--- config.mk ---
export PLATFORM = sky130hd
export DESIGN_NAME = utc_to_local_fat_timestamp_unit
export DESIGN_NICKNAME = d
export VERILOG_FILES = /design/src/hdl/utcfat_pkg.sv /design/src/hdl/utc_to_local_fat_timestamp_unit.sv
export SDC_FILE = /design/constraint.sdc
export NUM_CORES = 1
export LEC_CHECK = 0
export ABC_AREA = 0
export BUFFER_PORTS_ARGS = -buffer_cell sky130_fd_sc_hd__buf_2
export CORE_MARGIN = 1
export CORE_UTILIZATION = 40
export CTS_BUF_LIST = sky130_fd_sc_hd__clkbuf_16
export DETAILED_ROUTE_END_ITERATION = 6
export PLACE_DENSITY_LB_ADDON = 0.15
export SKIP_LAST_GASP = 1
export SYNTH_ARGS = -nofsm -noshare
export SYNTH_HDL_FRONTEND = slang
export SYNTH_SLANG_ARGS = --single-unit
--- constraint.sdc ---
create_clock -name i_clk -period 10 [get_ports i_clk]
set_input_delay 2 -clock i_clk [delete_from_list [all_inputs] [get_ports i_clk]]
set_output_delay 2 -clock i_clk [all_outputs]
set_load 0.005 [all_outputs]
--- src/hdl/utcfat_pkg.sv ---
// package for the utc to local fat timestamp unit: transaction structs,
// calendar constants, register indexes and the month length function
// no dependencies
`timescale 1ns / 1ps
`default_nettype none

package utcfat_pkg;

    // calendar limits
    localparam int unsigned YEAR_MIN      = 1980;
    localparam int unsigned YEAR_MAX      = 2107;
    localparam int unsigned YEAR_NO_LEAP  = 2100;
    localparam int unsigned HOURS_PER_DAY = 24;
    localparam int unsigned MAX_HOUR      = 23;
    localparam int unsigned MAX_MIN_SEC   = 59;
    localparam int unsigned MONTHS        = 12;

    // configuration register indexes
    localparam int unsigned CFG_IDX_W   = 1;
    localparam int unsigned CFG_DATA_W  = 12;
    localparam logic [CFG_IDX_W-1:0] CFG_UTC_OFFSET    = 1'b0;
    localparam logic [CFG_IDX_W-1:0] CFG_FALLBACK_YEAR = 1'b1;

    // reset values of the registers
    localparam logic [4:0]  RST_UTC_OFFSET    = 5'd10;
    localparam logic [11:0] RST_FALLBACK_YEAR = 12'd1980;

    // one input transaction
    typedef struct packed {
        logic        reading_present;
        logic        date_valid;
        logic        time_valid;
        logic [13:0] utc_year;
        logic [3:0]  utc_month;
        logic [4:0]  utc_day;
        logic [4:0]  utc_hour;
        logic [5:0]  utc_minute;
        logic [5:0]  utc_second;
    } t_in_item;

    // one result transaction
    typedef struct packed {
        logic [31:0] fat_stamp;
        logic        from_reading;
    } t_out_item;

    // days in a month, zero for a month code that means nothing
    function automatic logic [4:0] days_in_month(input logic [3:0] month, input logic leap);
        logic [4:0] days;
        unique case (month)
            4'd1, 4'd3, 4'd5, 4'd7, 4'd8, 4'd10, 4'd12: days = 5'd31;
            4'd4, 4'd6, 4'd9, 4'd11:                    days = 5'd30;
            4'd2:                                        days = leap ? 5'd29 : 5'd28;
            default:                                     days = 5'd0;
        endcase
        return days;
    endfunction

endpackage

`default_nettype wire

--- src/hdl/utc_to_local_fat_timestamp_unit.sv ---
// top level of the utc to local fat timestamp unit: checks a utc reading,
// shifts it to local time and packs a 32-bit fat timestamp
// depends on utcfat_pkg
`timescale 1ns / 1ps
`default_nettype none

// Usage: a transaction is taken at every rising edge with start high; busy
// is always low, so a new reading may be issued in every cycle. Each reading
// gives exactly one result: it is held in the input register, then passes
// through the date check, hour offset, calendar rollover and packing
// logic into the result register. The result sits on o_result for a single
// cycle with o_strobe high; the receiver cannot stall and must take it then.
// An unusable reading, or a rollover past 2107, yields January 1 of the
// fallback year at 00:00:00 with from_reading low. Configuration writes take
// effect at once and should be made only while no transaction is in flight.
module utc_to_local_fat_timestamp_unit (
    input  wire                                  i_clk,
    input  wire                                  i_rst_n,
    input  wire                                  start,
    output logic                                 busy,
    input  wire  utcfat_pkg::t_in_item           i_item,
    input  wire                                  i_cfg_we,
    input  wire  [utcfat_pkg::CFG_IDX_W-1:0]     i_cfg_index,
    input  wire  [utcfat_pkg::CFG_DATA_W-1:0]    i_cfg_wdata,
    output logic                                 o_strobe,
    output utcfat_pkg::t_out_item                o_result
);
    import utcfat_pkg::*;

    localparam logic [13:0] Y_MIN14   = 14'(YEAR_MIN);
    localparam logic [13:0] Y_MAX14   = 14'(YEAR_MAX);
    localparam logic [13:0] Y_NOLEAP  = 14'(YEAR_NO_LEAP);
    localparam logic [11:0] Y_MIN12   = 12'(YEAR_MIN);
    localparam logic [11:0] Y_MAX12   = 12'(YEAR_MAX);
    localparam logic [5:0]  H_DAY     = 6'(HOURS_PER_DAY);
    localparam logic [4:0]  H_MAX     = 5'(MAX_HOUR);
    localparam logic [5:0]  MS_MAX    = 6'(MAX_MIN_SEC);
    localparam logic [3:0]  M_LAST    = 4'(MONTHS);

    // configuration registers
    logic [4:0]  r_utc_offset;
    logic [11:0] r_fallback_year;

    // input stage
    logic        r_in_valid;
    t_in_item    r_in;

    // result stage
    logic        r_out_valid;
    t_out_item   r_out;
    t_out_item   n_out;

    // combinational check and pack
    logic [13:0] y;
    logic [3:0]  mo;
    logic [4:0]  d, h, off;
    logic [5:0]  mi, s;
    logic        leap, in_ok, ok;
    logic [4:0]  mdays;
    logic [5:0]  hsum;
    logic        day_roll, month_roll, year_roll;
    logic [4:0]  lh, ld;
    logic [3:0]  lm;
    logic [13:0] yoff;
    logic [6:0]  ly;
    logic [11:0] fy, fyoff;

    assign busy = 1'b0;

    // configuration writes
    always_ff @(posedge i_clk) begin
        if (!i_rst_n) begin
            r_utc_offset    <= RST_UTC_OFFSET;
            r_fallback_year <= RST_FALLBACK_YEAR;
        end else if (i_cfg_we) begin
            unique case (i_cfg_index)
                CFG_UTC_OFFSET:    r_utc_offset    <= i_cfg_wdata[4:0];
                CFG_FALLBACK_YEAR: r_fallback_year <= i_cfg_wdata;
                default:           ;
            endcase
        end
    end

    // input register
    always_ff @(posedge i_clk) begin
        if (!i_rst_n) begin
            r_in_valid <= 1'b0;
        end else begin
            r_in_valid <= start;
        end
        if (start) begin
            r_in <= i_item;
        end
    end

    // reading check, local time shift and packing
    always_comb begin
        y  = r_in.utc_year;
        mo = r_in.utc_month;
        d  = r_in.utc_day;
        h  = r_in.utc_hour;
        mi = r_in.utc_minute;
        s  = r_in.utc_second;
        off = (r_utc_offset > H_MAX) ? H_MAX : r_utc_offset;

        // leap rule within 1980..2107: 2000 is leap, 2100 is not
        leap  = (y[1:0] == 2'b00) && (y != Y_NOLEAP);
        mdays = days_in_month(mo, leap);
        in_ok = r_in.reading_present && r_in.date_valid && r_in.time_valid &&
                (y >= Y_MIN14) && (y <= Y_MAX14) && (mdays != 5'd0) &&
                (d != 5'd0) && (d <= mdays) && (h <= H_MAX) &&
                (mi <= MS_MAX) && (s <= MS_MAX);

        // hour offset and calendar rollover
        hsum       = {1'b0, h} + {1'b0, off};
        day_roll   = (hsum >= H_DAY);
        lh         = day_roll ? 5'(hsum - H_DAY) : hsum[4:0];
        month_roll = day_roll && (d == mdays);
        year_roll  = month_roll && (mo == M_LAST);
        ld = month_roll ? 5'd1 : (day_roll ? 5'(d + 5'd1) : d);
        lm = year_roll ? 4'd1 : (month_roll ? 4'(mo + 4'd1) : mo);
        yoff = 14'(y - Y_MIN14);
        ly   = 7'(yoff[6:0] + {6'd0, year_roll});
        ok   = in_ok && !(year_roll && (y == Y_MAX14));

        // fallback year clamped to the fat range
        fy = (r_fallback_year < Y_MIN12) ? Y_MIN12 :
             (r_fallback_year > Y_MAX12) ? Y_MAX12 : r_fallback_year;
        fyoff = 12'(fy - Y_MIN12);

        if (ok) begin
            n_out.fat_stamp    = {ly, lm, ld, lh, mi, s[5:1]};
            n_out.from_reading = 1'b1;
        end else begin
            n_out.fat_stamp    = {fyoff[6:0], 4'd1, 5'd1, 5'd0, 6'd0, 5'd0};
            n_out.from_reading = 1'b0;
        end
    end

    // result register
    always_ff @(posedge i_clk) begin
        if (!i_rst_n) begin
            r_out_valid <= 1'b0;
        end else begin
            r_out_valid <= r_in_valid;
        end
        if (r_in_valid) begin
            r_out <= n_out;
        end
    end

    assign o_strobe = r_out_valid;
    assign o_result = r_out;

    // every accepted transaction comes out after the input and result registers
    a_latency: assert property (@(posedge i_clk) disable iff (!i_rst_n)
        start && !busy |=> ##1 o_strobe)
        else $error("accepted transaction produced no result");

    // fallback stamps are january 1 at midnight
    a_fallback_shape: assert property (@(posedge i_clk) disable iff (!i_rst_n)
        o_strobe && !o_result.from_reading |->
            o_result.fat_stamp[24:0] == {4'd1, 5'd1, 16'd0})
        else $error("fallback stamp is not january 1 00:00:00");

    // stamps from a reading carry a real month, day and hour
    a_local_fields: assert property (@(posedge i_clk) disable iff (!i_rst_n)
        o_strobe && o_result.from_reading |->
            o_result.fat_stamp[24:21] != 4'd0 && o_result.fat_stamp[24:21] <= M_LAST &&
            o_result.fat_stamp[20:16] != 5'd0 && o_result.fat_stamp[15:11] <= H_MAX)
        else $error("local date or hour out of range");

    // two-second field of a reading stays below thirty
    a_seconds: assert property (@(posedge i_clk) disable iff (!i_rst_n)
        o_strobe && o_result.from_reading |-> o_result.fat_stamp[4:0] <= 5'd29)
        else $error("seconds field out of range");

endmodule

`default_nettype wire
==> metrics.log, run 1 <==
[metrics] run status: finished clean
[metrics] count of buffers inserted at the top-level ports: a little over 90
[metrics] required time of the critical path: slightly above 10000 ps
[metrics] Die Wd: between 100 and 150 um
[metrics] number of maximum-capacitance violations: 0
[metrics] placed instance area: 4990 sq um
[metrics] count of nets after finishing: 538
[metrics] Final setup violation count: 0
[metrics] library cell occupying the most area in the post-synthesis netlist: edfxtp_1
[metrics] crit path DAT: roughly 4400 ps
[metrics] number of search-and-repair iterations in the first detailed-routing pass: 4
[metrics] Iter 0 DRT Violations: 65
[metrics] HPWL reported at the end of detailed placement: 6.21 mm
[metrics] detailed-route via count: ~3k
[metrics] most frequent cells in the layout: 92 x buf_2, 75 x edfxtp_1, 43 x nand2_1
[metrics] DR WL/cell: roughly 14 um
[metrics] depth of the worst register-to-register path: 15
[metrics] worst-skew pair later-pin latency: between 300 and 400 ps
[metrics] hold worst-path end: r_utc_offset[1]$_SDFFE_PN1P_
[metrics] beginning of the worst hold path: r_utc_offset[1]$_SDFFE_PN1P_
[metrics] Max-slew headroom: 0.340
[metrics] count of inserted antenna diode cells: 0
[metrics] clock root buffer master: clkbuf_16
[metrics] Fin Setup TNS: 0 ps
[metrics] number of synthesized flops with an enable pin: 75
[metrics] r2r endpoint: o_result[31]$_DFFE_PP_
[metrics] peak supply drop: about 74 uV
[metrics] fill cell count: approximately 960
[metrics] number of buffers created by CTS: 9
[metrics] Synth warnings: 0
[metrics] share of power burned in registers: 0.499
[metrics] global route total overflow: 0
[metrics] Worst Skew: 3.75 ps
[metrics] Post-Synthesis Cells: 366
[metrics] fraction of the core area covered by cells at the end of the flow: 0.505
[metrics] total leakage power: between 2 and 2.5 nW
[metrics] multi-input logic area: around 1700 sq um
[metrics] peak clock frequency supported by timing: 0.234 GHz
[metrics] routed wire length: 8.50 mm
[metrics] number of buffers inserted by post-CTS setup repair: 0
[metrics] final instance area: roughly 5300 sq um
[metrics] DRC violations left: 0
[metrics] Register Area: 2630 sq um
[metrics] startpoint kind of the worst setup timing path: register
[metrics] actual transition at the worst max-transition pin: 991 ps
[metrics] number of synthesized register bits: 94
[metrics] critical path fanouts, max: 11
[metrics] setup repair after global routing missed its margin: no
[metrics] global routing usage summed across all routing layers: 0.159
[metrics] Reg2Reg Launch Point: y[10]$_DFFE_PP_
[metrics] type of the tightest min-delay check: register to register
[metrics] Hold WS: roughly 480 ps
[metrics] net count after synthesis: roughly 450
[metrics] number of max-slew violations in the final report: 0
[metrics] Main synth FF type: edfxtp_1
[metrics] switching power: ~0.22 mW
[metrics] clock sink total: 94
[metrics] syn_area_per_cell: ~12 sq um
[metrics] Via density: between 5 and 6
[metrics] vertical die dimension: 107 um
[metrics] Floorplan Core Area: roughly 11000 sq um
[metrics] portion of total power attributed to combinational logic: 0.118
[metrics] share of the synthesized area in the top cell type: 0.510
[metrics] final critical path time including I/O delays and setup: 4270 ps
[metrics] most common cell after layout, fill and taps aside: buf_2
[metrics] final weighted congestion in routability-driven placement: 0.810
[metrics] I/O pin count: 95
[metrics] clock network power share: 0.383
[metrics] synthesized area: between 4000 and 5000 sq um
[metrics] power per cell area: between 150 and 200 nW/um^2
[metrics] Final Hold Vio Count: 0
[metrics] internal power consumption: just over 0.7 mW
[metrics] CTS tree: built
[metrics] maximum buffer depth of the clock tree: 2
[metrics] hold-critical path depth: 2
[metrics] async set-reset flop share out of synthesis: 0
[metrics] antenna violations before repair: 0
[metrics] part of the Yosys area used for sequential elements: 0.596
[metrics] largest cells by area after synthesis: edfxtp_1 51%, dfxtp_1 8.6%, ha_1 5.7%
[metrics] first-pass GRT wire length: 13.6 mm
[metrics] number of levels in the clock H-tree: 3
[metrics] number of global-route vias before repair: approximately 2.9k
[metrics] full die area: about 11000 sq um
[metrics] kind of end point of the critical path: register
[metrics] DRT antenna net count: 0
[metrics] Switching Share: 0.236
[metrics] share of layout cells above drive strength 1: 0.262
[metrics] post-synthesis cell type count: 51
[metrics] count of standard-cell rows: 37
[metrics] total of cells resized after clock tree synthesis: 0
[metrics] setup slack on the worst flop-to-flop path: 5730 ps
[metrics] growth of design area from synthesis to finish: 20.1%
[metrics] critical path class: register to register
[metrics] largest net degree at the start of global routing: 44
[metrics] fin crit share: 0.427
[metrics] initial core utilization: 0.420
[metrics] CTS Hold Buffers Added: 0
[metrics] CTS clk-pin slew, worst paths: around 60 ps
## worst max-delay path: stages, from the launching register on
cell and delay (ps):
edfxtp_1 380, nand2b_1 140, or4_1 420, nor3_1 390, nand3b_1 130, nand3_1 100
o211ai_1 100, ha_1 280, and3_1 410, a21boi_1 640, and2_1 220, ha_1 140
a21o_1 140, nand3_1 100, xnor2_1 150, mux2_2 270
## how the worst max path moves through the flow
stage	startpoint	end	slack, ps
finish	y[10]$_DFFE_PP_	o_result[31]$_DFFE_PP_	5730
global route	y[10]$_DFFE_PP_	o_result[32]$_DFFE_PP_	5360
CTS	y[10]$_DFFE_PP_	o_result[31]$_DFFE_PP_	5700
detailed placement	y[10]$_DFFE_PP_	o_result[31]$_DFFE_PP_	5720
global placement	y[10]$_DFFE_PP_	o_result[31]$_DFFE_PP_	5760
floorplan	y[10]$_DFFE_PP_	o_result[31]$_DFFE_PP_	6190
## cell usage after synthesis (11+ instances only)
master    number
nand3_1       19
ha_1          20
inv_1         11
nand2_1       43
edfxtp_1      75
and2_1        17
a21oi_1       13
dfxtp_1       19
nor2_1        13
nor2b_1       13
o21ai_0       13
## through the flow
stage	power (mW)	std cells	worst slack [ps]
2_1_floorplan	0.543	366	6190
3_3_place_gp	0.581	582	5760
3_5_place_dp	0.585	582	5720
4_1_cts	0.944	598	5700
5_1_grt	0.977	598	5360
6_report	0.935	598	5730
## sequential cells by signal (all words and copies together), names as in the netlist
name and count:
o_result 33, y 14, r_fallback_year 12, mi 6, d 5, h 5, r_utc_offset 5, s 5
mo 4, r_in 3, o_strobe 1, r_in_valid 1
## cells by family after synthesis
kind of cell	synth area share
muxes	0.0329
xor gates and xnor gates	0.0179
adders and majority gates	0.0612
AOI/OAI and AO/OA	0.0805
DFF	0.596
buffers and inverters	0.0238
other	0.000849
and+or+nand+nor	0.187
## final cells by class
cell class              instances  area share
repair buffers                 93      0.0882
clock inverters                 7      0.0167
inverters                      11     0.00778
well taps                     136      0.0321
multi-input cells             248       0.316
clock buffers                   9      0.0425
flip-flops and latches         94       0.496
## metal layers
metal,wire length [um],GRT usage
met1,3840,0.196
met5,0,0
met4,183,0.0851
met3,388,0.0286
met2,4080,0.265
## power by group through the flow
stage          clock network [mW]  logic [mW]  registers, mW
6_report                    0.358       0.110          0.467
5_1_grt                     0.382       0.126          0.470
2_1_floorplan                   0      0.0724          0.471
3_3_place_gp                    0       0.107          0.474
4_1_cts                     0.367       0.111          0.467
3_5_place_dp                    0       0.110          0.475
Note: power is estimated with default switching activity, not from simulation.
==> run 2, diff against run 1 <==
--- a/config.mk
+++ b/config.mk
@@ -5,7 +5,7 @@
 export SDC_FILE = /design/constraint.sdc
 export NUM_CORES = 1
 export LEC_CHECK = 0
-export ABC_AREA = 0
+export ABC_AREA = 1
 export BUFFER_PORTS_ARGS = -buffer_cell sky130_fd_sc_hd__buf_2
 export CORE_MARGIN = 1
 export CORE_UTILIZATION = 40
==> constraint.sdc (replaced) <==
create_clock -name i_clk -period 4.37 [get_ports i_clk]
set_input_delay 0.874 -clock i_clk [delete_from_list [all_inputs] [get_ports i_clk]]
set_output_delay 0.874 -clock i_clk [all_outputs]
set_load 0.005 [all_outputs]
==> metrics.log, run 2 <==
[metrics] count of buffers inserted at the top-level ports: 92 (unchanged)
[metrics] vertical die dimension: 107 um (+0.24%)
[metrics] full die area: 11500 sq um (+0.48%)
[metrics] HPWL reported at the end of detailed placement: 6.16 mm (-0.90%)
[metrics] antenna violations before repair: 0 (unchanged)
[metrics] setup slack on the worst flop-to-flop path: 1080 ps (-4650 ps)
[metrics] Reg2Reg Launch Point: r_utc_offset[4]$_SDFFE_PN0P_
[metrics] power per cell area: 390 nW/um^2 (+120%)
[metrics] largest cells by area after synthesis: edfxtp_1 51%, dfxtp_1 8.6%, nand2_1 8.3%
[metrics] synthesized area: 4440 sq um (+0.48%)
[metrics] clock root buffer master: clkbuf_16
[metrics] kind of end point of the critical path: register
[metrics] initial core utilization: 0.409 (-0.0109)
[metrics] Fin Setup TNS: 0 ps (unchanged)
[metrics] library cell occupying the most area in the post-synthesis netlist: edfxtp_1
[metrics] share of power burned in registers: 0.514 (+0.015)
[metrics] number of maximum-capacitance violations: 0 (unchanged)
[metrics] peak clock frequency supported by timing: 0.304 GHz (+30%)
[metrics] Synth warnings: 0 (unchanged)
[metrics] routed wire length: 8.46 mm (-0.41%)
[metrics] Cell Count Post-Placement: 669 (+15%)
[metrics] number of global-route vias before repair: 3012 (+5.1%)
[metrics] number of max-slew violations in the final report: 0 (unchanged)
[metrics] Final Hold Vio Count: 0 (unchanged)
[metrics] final weighted congestion in routability-driven placement: 0.825 (+1.9%)
[metrics] number of levels in the clock H-tree: 3 (unchanged)
[metrics] required time of the critical path: 4480 ps (-5610 ps)
[metrics] part of the Yosys area used for sequential elements: 0.593 (-0.00286)
[metrics] clock sink total: 94 (unchanged)
[metrics] growth of design area from synthesis to finish: 19.4%
[metrics] count of nets after finishing: 621 (+15%)
[metrics] CTS Hold Buffers Added: 0 (unchanged)
[metrics] Switching Share: 0.249 (+0.0129)
[metrics] total leakage power: 2.47 nW (+15%)
[metrics] number of flip-flops under the largest register name: 33 (unchanged)
[metrics] share of the synthesized area in the top cell type: 0.508 (-0.00245)
[metrics] count of inserted antenna diode cells: 0 (unchanged)
[metrics] run status: finished clean
[metrics] async set-reset flop share out of synthesis: 0 (unchanged)
[metrics] Max-slew headroom: 0.305 (-0.0342)
[metrics] switching power: 0.514 mW (+130%)
[metrics] worst-skew pair later-pin latency: 340 ps (about the same)
[metrics] placed instance area: 5020 sq um (+0.60%)
[metrics] Final setup violation count: 0 (unchanged)
[metrics] crit path DAT: 3400 ps (-960 ps)
[metrics] total of cells resized after clock tree synthesis: 0 (unchanged)
[metrics] peak supply drop: 251 uV (+240%)
[metrics] number of buffers inserted by post-CTS setup repair: 0 (unchanged)
[metrics] type of the tightest min-delay check: register to register
[metrics] first-pass GRT wire length: 13.8 mm (+1.3%)
[metrics] Cell Count, Final, Fillers Out: 685 (+15%)
[metrics] Final WS setup: 1080 ps (-4650 ps)
[metrics] net count after synthesis: 526 (+18%)
[metrics] number of buffers created by CTS: 9 (unchanged)
[metrics] global route total overflow: 0 (unchanged)
[metrics] actual transition at the worst max-transition pin: 1040 ps (+51.3 ps)
[metrics] detailed-route via count: 3173 (+5.5%)
[metrics] Iter 0 DRT Violations: 92 (+42%)
[metrics] count of standard-cell rows: 38 (+2.7%)
[metrics] critical path fanouts, max: 11 (unchanged)
[metrics] post-synthesis cell type count: 37 (-27%)
[metrics] fin crit share: 0.753 (+0.326)
[metrics] final critical path time including I/O delays and setup: 3290 ps (-977 ps)
[metrics] number of synthesized register bits: 94 (unchanged)
[metrics] startpoint kind of the worst setup timing path: register
[metrics] most common cell after layout, fill and taps aside: nand2_1
[metrics] global routing usage summed across all routing layers: 0.160 (+0.00115)
[metrics] final instance area: 5300 sq um (-0.12%)
[metrics] Floorplan Core Area: 10800 sq um (+3.2%)
[metrics] library cell with the highest instance count after synthesis: nand2_1
[metrics] DR WL/cell: 12.4 um (-13%)
[metrics] portion of total power attributed to combinational logic: 0.136 (+0.018)
[metrics] Worst setup endpoint: o_result[32]$_DFFE_PP_
[metrics] internal power consumption: 1.55 mW (+120%)
[metrics] Total Power Consumption: 2.07 mW (+120%)
[metrics] clock network power share: 0.350 (-0.033)
[metrics] CTS tree: built
[metrics] DRT antenna net count: 0 (unchanged)
[metrics] syn_area_per_cell: 9.97 sq um (-17%)
[metrics] Worst Setup Slack post-DPL: 1100 ps (-4630 ps)
[metrics] r2r endpoint: o_result[32]$_DFFE_PP_
[metrics] depth of the worst register-to-register path: 21 (+6)
[metrics] Via density: 4.63 (-7.9%)
[metrics] CTS clk-pin slew, worst paths: 60 ps (about the same)
[metrics] source of the critical timing path: r_utc_offset[4]$_SDFFE_PN0P_
[metrics] Post-Synthesis Cells: 445 (+22%)
[metrics] DRC violations left: 0 (unchanged)
[metrics] most frequent cells in the layout: 98 x nand2_1, 92 x buf_2, 75 x edfxtp_1
[metrics] maximum buffer depth of the clock tree: 2 (unchanged)
[metrics] number of synthesized flops with an enable pin: 75 (unchanged)
[metrics] I/O pin count: 95 (unchanged)
[metrics] share of layout cells above drive strength 1: 0.229 (-0.0325)
[metrics] Worst Skew: 5.62 ps (+1.87 ps)
[metrics] Synth top cells by count: 98 x nand2_1, 75 x edfxtp_1, 64 x inv_1
[metrics] Hold WS: 480 ps (-4.93 ps)
[metrics] critical path class: register to register
[metrics] setup repair after global routing missed its margin: no
[metrics] number of search-and-repair iterations in the first detailed-routing pass: 4 (unchanged)
[metrics] largest net degree at the start of global routing: 44 (unchanged)
[metrics] fraction of the core area covered by cells at the end of the flow: 0.489 (-0.0160)
[metrics] Main synth FF type: edfxtp_1
[metrics] Die Wd: 107 um (+0.24%)
## run 2: worst max-delay path, stage by stage (launching register included)
cell,delay [ps]
dfxtp_1,390
nand2_1,70
inv_1,70
or2_2,100
ha_1,150
inv_1,70
fa_1,390
inv_1,70
nand3_1,80
nand2_1,80
nand2_1,50
nand2_1,70
nand2_1,70
nand2_1,320
nand3_1,210
nor2_1,140
ha_1,220
a21oi_1,90
xor2_1,150
nand3b_1,160
nand2_1,70
inv_1,30
## run 2: power by group through the flow
stage	registers (mW)	clock network [mW]	logic, mW
after floorplan	1.08	0	0.191
after global placement	1.08	0	0.275
after detailed placement	1.08	0	0.283
after CTS	1.06	0.752	0.285
after global routing	1.07	0.787	0.329
final	1.06	0.723	0.281
## run 2: worst min path at each step
stage | start | endpoint | cells past startpoint
after floorplan | r_utc_offset[1]$_SDFFE_PN1P_ | r_utc_offset[1]$_SDFFE_PN1P_ | 2
after global placement | r_utc_offset[1]$_SDFFE_PN1P_ | r_utc_offset[1]$_SDFFE_PN1P_ | 2
after detailed placement | r_utc_offset[1]$_SDFFE_PN1P_ | r_utc_offset[1]$_SDFFE_PN1P_ | 2
after CTS | r_utc_offset[1]$_SDFFE_PN1P_ | r_utc_offset[1]$_SDFFE_PN1P_ | 2
after global routing | r_fallback_year[0]$_SDFFE_PN0P_ | r_fallback_year[0]$_SDFFE_PN0P_ | 2
final | r_utc_offset[1]$_SDFFE_PN1P_ | r_utc_offset[1]$_SDFFE_PN1P_ | 2
## run 2: cell type report
cell class | instances | area, sq um
clock buffers | 10 | 250
clock inverters | 6 | 27.5
fillers | 1045 | 5540
inverters | 67 | 254
multi-input cells | 275 | 1490
flip-flops and latches | 94 | 2630
well taps | 140 | 175
repair buffers | 93 | 468
## run 2: metal layers
layer  part of all wire  GRT usage  wire length (um)
met3              0.057     0.0527               481
met4              0.014     0.0626               119
met2               0.45      0.257              3800
met5                  0          0                 0
met1               0.48      0.200              4060
## run 2: cells by family (layout without fill, tap and decap cells)
group	count (synthesis)	after routing	share of synthesized area
simple gates	203	203	0.200
flops	94	94	0.593
buf+inv	76	176	0.0708
compound gates	39	39	0.0522
fa+ha+maj	21	21	0.0609
xor+xnor	11	11	0.0217
other cells	1	1	0.000845
